`src/hdl/word_overlap_correlation_histogram_defines.svh`:
```
// Assertion macros shared by the histogram block.
`ifndef WORD_OVERLAP_CORRELATION_HISTOGRAM_DEFINES_SVH
`define WORD_OVERLAP_CORRELATION_HISTOGRAM_DEFINES_SVH

// Same-cycle implication, checked outside reset.
`define WOCH_ASSERT_IMPLIES(label, clk, rst_n, ante, cons) \
	label: assert property (@(posedge clk) disable iff (!(rst_n)) (ante) |-> (cons)) \
		else $error("%m: same-cycle check failed");

// Next-cycle implication, checked outside reset.
`define WOCH_ASSERT_NEXT(label, clk, rst_n, ante, cons) \
	label: assert property (@(posedge clk) disable iff (!(rst_n)) (ante) |=> (cons)) \
		else $error("%m: next-cycle check failed");

`endif

```
`src/hdl/woch_pkg.sv`:
```
`default_nettype none

package woch_pkg;

	// Default geometry
	localparam int WORD_SYMBOLS_DEF = 4;
	localparam int SYMBOL_BITS_DEF  = 2;
	localparam int COUNT_WIDTH_DEF  = 32;

	// Fixed field widths on the ports
	localparam int WORD_W      = 8;
	localparam int INDEX_W     = 12;
	localparam int CORR_W      = 3;
	localparam int BIN_COUNT_W = 33;
	localparam int TOTAL_W     = 32;
	localparam int S_FIELDS_W  = 2 * WORD_W + INDEX_W;
	localparam int S_TDATA_W   = ((S_FIELDS_W + 7) / 8) * 8;
	localparam int M_FIELDS_W  = 4 * CORR_W + BIN_COUNT_W + TOTAL_W;
	localparam int M_TDATA_W   = ((M_FIELDS_W + 7) / 8) * 8;

	typedef enum logic {
		KIND_ADD  = 1'b0,
		KIND_READ = 1'b1
	} kind_t;

	// Controller to datapath
	typedef struct packed {
		logic load;    // capture an accepted transaction
		logic clear;   // zero one histogram entry, advance the sweep
		logic rd;      // read the captured bin
		logic update;  // write back, bump total, load result register
	} cmd_t;

	// Datapath to controller
	typedef struct packed {
		logic clr_last;  // sweep sits on the last entry
		logic out_free;  // result register can take a new result
	} sts_t;

endpackage

`default_nettype wire

```
`src/hdl/woch_ctrl.sv`:
```
`default_nettype none

module woch_ctrl (
	input  wire logic           clk,
	input  wire logic           arst_n,
	input  wire logic           in_valid,
	output logic                in_ready,
	output woch_pkg::cmd_t      cmd,
	input  wire woch_pkg::sts_t sts
);

	typedef enum logic [3:0] {
		S_CLEAR = 4'b0001,
		S_IDLE  = 4'b0010,
		S_READ  = 4'b0100,
		S_WRITE = 4'b1000
	} state_t;

	state_t state_q, state_nxt;

	always_comb begin
		state_nxt  = state_q;
		cmd        = '0;
		in_ready   = 1'b0;
		unique case (state_q)
			S_CLEAR: begin
				cmd.clear = 1'b1;
				if (sts.clr_last) begin
					state_nxt = S_IDLE;
				end
			end
			S_IDLE: begin
				in_ready = 1'b1;
				if (in_valid) begin
					cmd.load  = 1'b1;
					state_nxt = S_READ;
				end
			end
			S_READ: begin
				cmd.rd    = 1'b1;
				state_nxt = S_WRITE;
			end
			S_WRITE: begin
				// hold until the result register frees up
				if (sts.out_free) begin
					cmd.update = 1'b1;
					state_nxt  = S_IDLE;
				end
			end
			default: begin
				state_nxt = S_CLEAR;
			end
		endcase
	end

	always_ff @(posedge clk or negedge arst_n) begin
		if (!arst_n) begin
			state_q <= S_CLEAR;
		end else begin
			state_q <= state_nxt;
		end
	end

endmodule

`default_nettype wire

```
`config.mk`:
```
export PLATFORM = sky130hd
export DESIGN_NAME = woch_ctrl
export DESIGN_NICKNAME = d
export VERILOG_FILES = /design/src/hdl/word_overlap_correlation_histogram_defines.svh /design/src/hdl/woch_pkg.sv /design/src/hdl/woch_ctrl.sv
export SDC_FILE = /design/constraint.sdc
export NUM_CORES = 1
export LEC_CHECK = 0
export BUFFER_PORTS_ARGS = -buffer_cell sky130_fd_sc_hd__buf_2
export CAP_MARGIN = 10
export CORE_AREA = 2 2 39 41
export DETAILED_ROUTE_END_ITERATION = 6
export DIE_AREA = 0 0 41 43
export PLACE_DENSITY = 0.49
export SLEW_MARGIN = 20
export SYNTH_ARGS = -nofsm -noshare
export SYNTH_HDL_FRONTEND = slang
export SYNTH_SLANG_ARGS = --single-unit
```
`constraint.sdc`:
```
create_clock -name clk -period 1.3 [get_ports clk]
set_clock_uncertainty 0.05 [all_clocks]
set_input_delay 0.065 -clock clk [delete_from_list [all_inputs] [get_ports clk]]
set_output_delay 0.065 -clock clk [all_outputs]
set_load 0.02 [all_outputs]
```
==> summary.md <==
| Metric | Value |
|---|---|
| Status | `finished with violations` |
| Failing checks | `negative setup slack` |
| Total leakage power | `0.199 nW` |
| Worst min-delay path class | `input pin to register` |
| First-pass detailed-route iteration total | `2` |
| Critical path arrival | `roughly 1.3 ns` |
| Max Transition Viols Final | `0` |
| Cell Int Power | `roughly 0.49 mW` |
| Number of global-route vias before repair | `between 200 and 250` |
| Share of total power consumed by net switching | `35.8%` |
| Routed wire per std cell | `approximately 11 µm` |
| Launch point of the worst reg-to-reg path | `state_q[2]` |
| Starting density of the core | `roughly a fifth` |
| Max-Slew Margin vs Limit | `84.6%` |
| Hold path cells | `2` |
| Crit-path slowest cell | `sky130_fd_sc_hd__dfrtp_2` |
| Sw Pwr | `roughly 0.27 mW` |
| Post-route setup TNS | `-0.147 ns` |
| Number of register bits inferred by synthesis | `4` |
| Part of the power in combinational logic | `roughly 46%` |
| Antenna fix cells | `0` |
| Critical Setup Path Class | `register to output pin` |
| Clock buffers created by TritonCTS | `3` |
| Worst-skew pair later-pin latency | `0.24 ns` |
| Number of antenna violations at the first check in global routing | `0` |
| Power share of the sequential group | `32.3%` |
| Post-Synthesis Cells | `24` |
| Total congestion overflow after global routing | `0` |
| Hold Path Sink | `state_q[2]` |
| Data required time of the critical path | `~1.2 ns` |
| Largest incremental delay on the critical path | `between 0.4 and 0.5 ns` |
| Fraction of final layout cells sized beyond drive strength 1 | `between 60% and 70%` |
| Maximum operating frequency | `about 730 MHz` |
| Total number of vias | `258` |
| Maximum number of pins on one net before global-route repair | `9` |
| Count of antenna-violating nets left after detailed routing | `0` |
| Number of design-rule violations left by the first detailed-router iteration | `1` |
| TritonCTS clock tree | `built` |
| Die area | `~0.0018 mm²` |
| Clock network power share | `a little over a fifth` |
| Measured slew at the worst slew-check pin | `0.230 ns` |
| Critical Path Source Type | `register` |
| Sequential cell area fraction in the yosys report | `around two fifths` |
| Power density over the cells | `around 1700 mW/mm²` |
| Number of remaining DRC errors | `0` |
| Synthesis-to-layout area growth | `68.1%` |
| Clk sink count | `4` |
| Worst setup slack for register-to-register paths | `0.05 ns` |
| Overall die width | `41 µm` |
| Worst path setup slack after routing | `-0.0639 ns` |
| Number of flip-flops under the largest register name | `4` |
| Count of maximum capacitance violations | `0` |
| Origin of the worst setup path | `state_q[2]` |
| Worst-path cell chain | `nor4b_4 > and2_1 > buf_6` |
| Setup repair after global routing missed its margin | `yes` |
| Endpoints failing setup | `3` |
| Hold Path Origin | `in_valid` |
| Netlist area before placement | `approximately 260 µm²` |
| Total routing resource utilization after global routing | `between 8 and 9%` |
| Count of buffers inserted at the top-level ports | `9` |
| Worst IR drop on VDD | `around 0.54 mV` |
| Clock transition at the registers of the reported paths | `~0.04 ns` |
| Terminus of the critical flop-to-flop path | `state_q[0]` |
| Hold violation total from the final report | `0` |
| Routed Wire Length | `between 600 and 700 µm` |
| Synth Net Count | `29` |
| Rows | `14` |
| Endpoint class of the critical path | `output pin` |
| YS warnings | `0` |
| Buffer cell driving the clock tree root | `sky130_fd_sc_hd__clkbuf_4` |
| Average vias per placed instance | `~4.3` |
| Post-Synthesis Mean Instance Area | `between 10 and 15 µm²` |
| Nets | `50` |
| HPWL reported at the end of detailed placement | `about 400 µm` |
| H-tree depth | `1` |
| Boundary pin count | `10` |
| Period minus WS final | `around 1.4 ns` |
| Final weighted congestion of routability-driven global placement | `0.696` |
| Number of distinct library cell variants in the gate-level netlist after synthesis | `20` |
| Top register by number of flip-flops | `state_q` |
| Maximum fanout count along the critical path | `3` |
| Worst-case clock buffer depth | `2` |
| Final period utilization | `105%` |
| First-pass GRT wire length | `between 1000 and 1500 µm` |
| Cells on worst reg2reg path | `5` |
| Core utilization of the finished layout | `31.9%` |
| Std-Cell Core Area | `0.00138 mm²` |
| Top flop regs | `state_q: 4 flops` |
| Vertical die dimension | `between 40 and 50 µm` |
## worst max-delay path by stage
stage / cells past startpoint / end / slack (ns)
2_1_floorplan: 3 / cmd[3] / -0.01
3_3_place_gp: 3 / cmd[3] / 0.09
3_5_place_dp: 2 / state_q[3] / 0.06
4_1_cts: 3 / cmd[3] / -0.06
5_1_grt: 3 / cmd[3] / -0.12
6_report: 3 / cmd[3] / -0.06
## layer usage
metal  part of all wire (%)  wire length (µm)  vias to the layer above  track usage, %
met2                     49               311                        5            11.9
met5                      0                 0                        -               0
met1                     48               302                      122            12.3
li1                       -                 -                      131               -
met3                    3.0                19                        0            1.57
met4                      0                 0                        0            6.00
## cells by family after synthesis
group	synth area share [%]
AND/OR/NAND/NOR	36.7
AO/OA/AOI/OAI	14.3
flip-flops	38.6
XOR/XNOR	3.33
buffers and inverters	7.14
## power by group through the flow
stage / logic, mW / clock network, mW / registers [mW]
floorplan: 0.218 / 0 / 0.224
global route: 0.372 / 0.188 / 0.254
detailed placement: 0.249 / 0 / 0.260
global placement: 0.253 / 0 / 0.264
CTS: 0.329 / 0.176 / 0.246
finish: 0.348 / 0.167 / 0.246
## cells in the mapped netlist
library cell | n | share of area, %
sky130_fd_sc_hd__a21boi_1 | 1 | 2.9
sky130_fd_sc_hd__dfstp_2 | 1 | 10
sky130_fd_sc_hd__nor3_1 | 1 | 1.9
sky130_fd_sc_hd__buf_4 | 1 | 2.9
sky130_fd_sc_hd__nor4b_1 | 1 | 3.3
sky130_fd_sc_hd__nor4b_2 | 2 | 11
sky130_fd_sc_hd__a21oi_1 | 1 | 1.9
sky130_fd_sc_hd__o21ai_1 | 1 | 1.9
sky130_fd_sc_hd__o22a_1 | 1 | 3.3
sky130_fd_sc_hd__xor2_1 | 1 | 3.3
sky130_fd_sc_hd__or3b_1 | 1 | 3.3
sky130_fd_sc_hd__dfrtp_1 | 3 | 29
sky130_fd_sc_hd__o21ai_0 | 1 | 1.9
sky130_fd_sc_hd__and4b_1 | 1 | 3.8
sky130_fd_sc_hd__a31oi_1 | 1 | 2.4
sky130_fd_sc_hd__nand4bb_1 | 1 | 4.3
sky130_fd_sc_hd__and2_1 | 2 | 4.8
sky130_fd_sc_hd__nand2b_1 | 1 | 2.4
sky130_fd_sc_hd__buf_6 | 1 | 4.3
sky130_fd_sc_hd__nor2_1 | 1 | 1.4
## timing repair
| action | 4_1_cts | 5_1_grt |
|---|---|---|
| buffers inserted | 8 | 0 |
| endpoints found under the setup margin | 5 | 7 |
| endpoints found under the hold margin | 4 | 0 |
| hold buffers | 1 | 0 |
| gates resized for setup | 7 | 3 |
| pin swaps | 1 | 1 |
## stage by stage
step                setup WS [ns]  total power, mW  instance area (µm²)  hold WS, ns  std cells
floorplan                 -0.0117            0.442                  278       -0.281         24
global placement           0.0899            0.517                  324       -0.175         47
detailed placement         0.0631            0.508                  324       -0.179         47
CTS                       -0.0622            0.751                  435       0.0288         60
global route               -0.123            0.814                  442       0.0509         60
finish                    -0.0639            0.762                  442       0.0332         60
## placed cells by master, fill, tap and decap left out
| cell type | instances |
|---|---|
| sky130_fd_sc_hd__buf_4 | 9 |
| sky130_fd_sc_hd__buf_2 | 6 |
| sky130_fd_sc_hd__clkbuf_4 | 3 |
| sky130_fd_sc_hd__dfrtp_2 | 3 |
| sky130_fd_sc_hd__nor4b_2 | 2 |
| sky130_fd_sc_hd__and2_1 | 2 |
| sky130_fd_sc_hd__o21ai_1 | 2 |
| sky130_fd_sc_hd__buf_6 | 2 |
| sky130_fd_sc_hd__nand2b_1 | 1 |
| sky130_fd_sc_hd__nor3_1 | 1 |
| sky130_fd_sc_hd__nor4b_4 | 1 |
| sky130_fd_sc_hd__nor2_2 | 1 |
| sky130_fd_sc_hd__and4b_1 | 1 |
| sky130_fd_sc_hd__nand4bb_1 | 1 |
| sky130_fd_sc_hd__a31oi_1 | 1 |
| sky130_fd_sc_hd__a21oi_1 | 1 |
| sky130_fd_sc_hd__xor2_1 | 1 |
| sky130_fd_sc_hd__o22a_1 | 1 |
| sky130_fd_sc_hd__or3b_1 | 1 |
| sky130_fd_sc_hd__a21boi_1 | 1 |
| sky130_fd_sc_hd__clkbuf_1 | 1 |
| sky130_fd_sc_hd__dlygate4sd3_1 | 1 |
| sky130_fd_sc_hd__dfstp_2 | 1 |
## critical path: cells and delay by family (launching register included)
| family | cells | cell delay, ns |
|---|---|---|
| buf+inv | 1 | 0.11 |
| simple gates | 2 | 0.47 |
| flops | 1 | 0.43 |
## final cells by class
type                       count  area, µm²
timing repair buffer          18        130
sequential                     4        105
clock buffer                   4       26.3
fill                         150        942
tap                           16       20.0
multi-input combinational     18        160
Power figures use the tool's default switching activity.
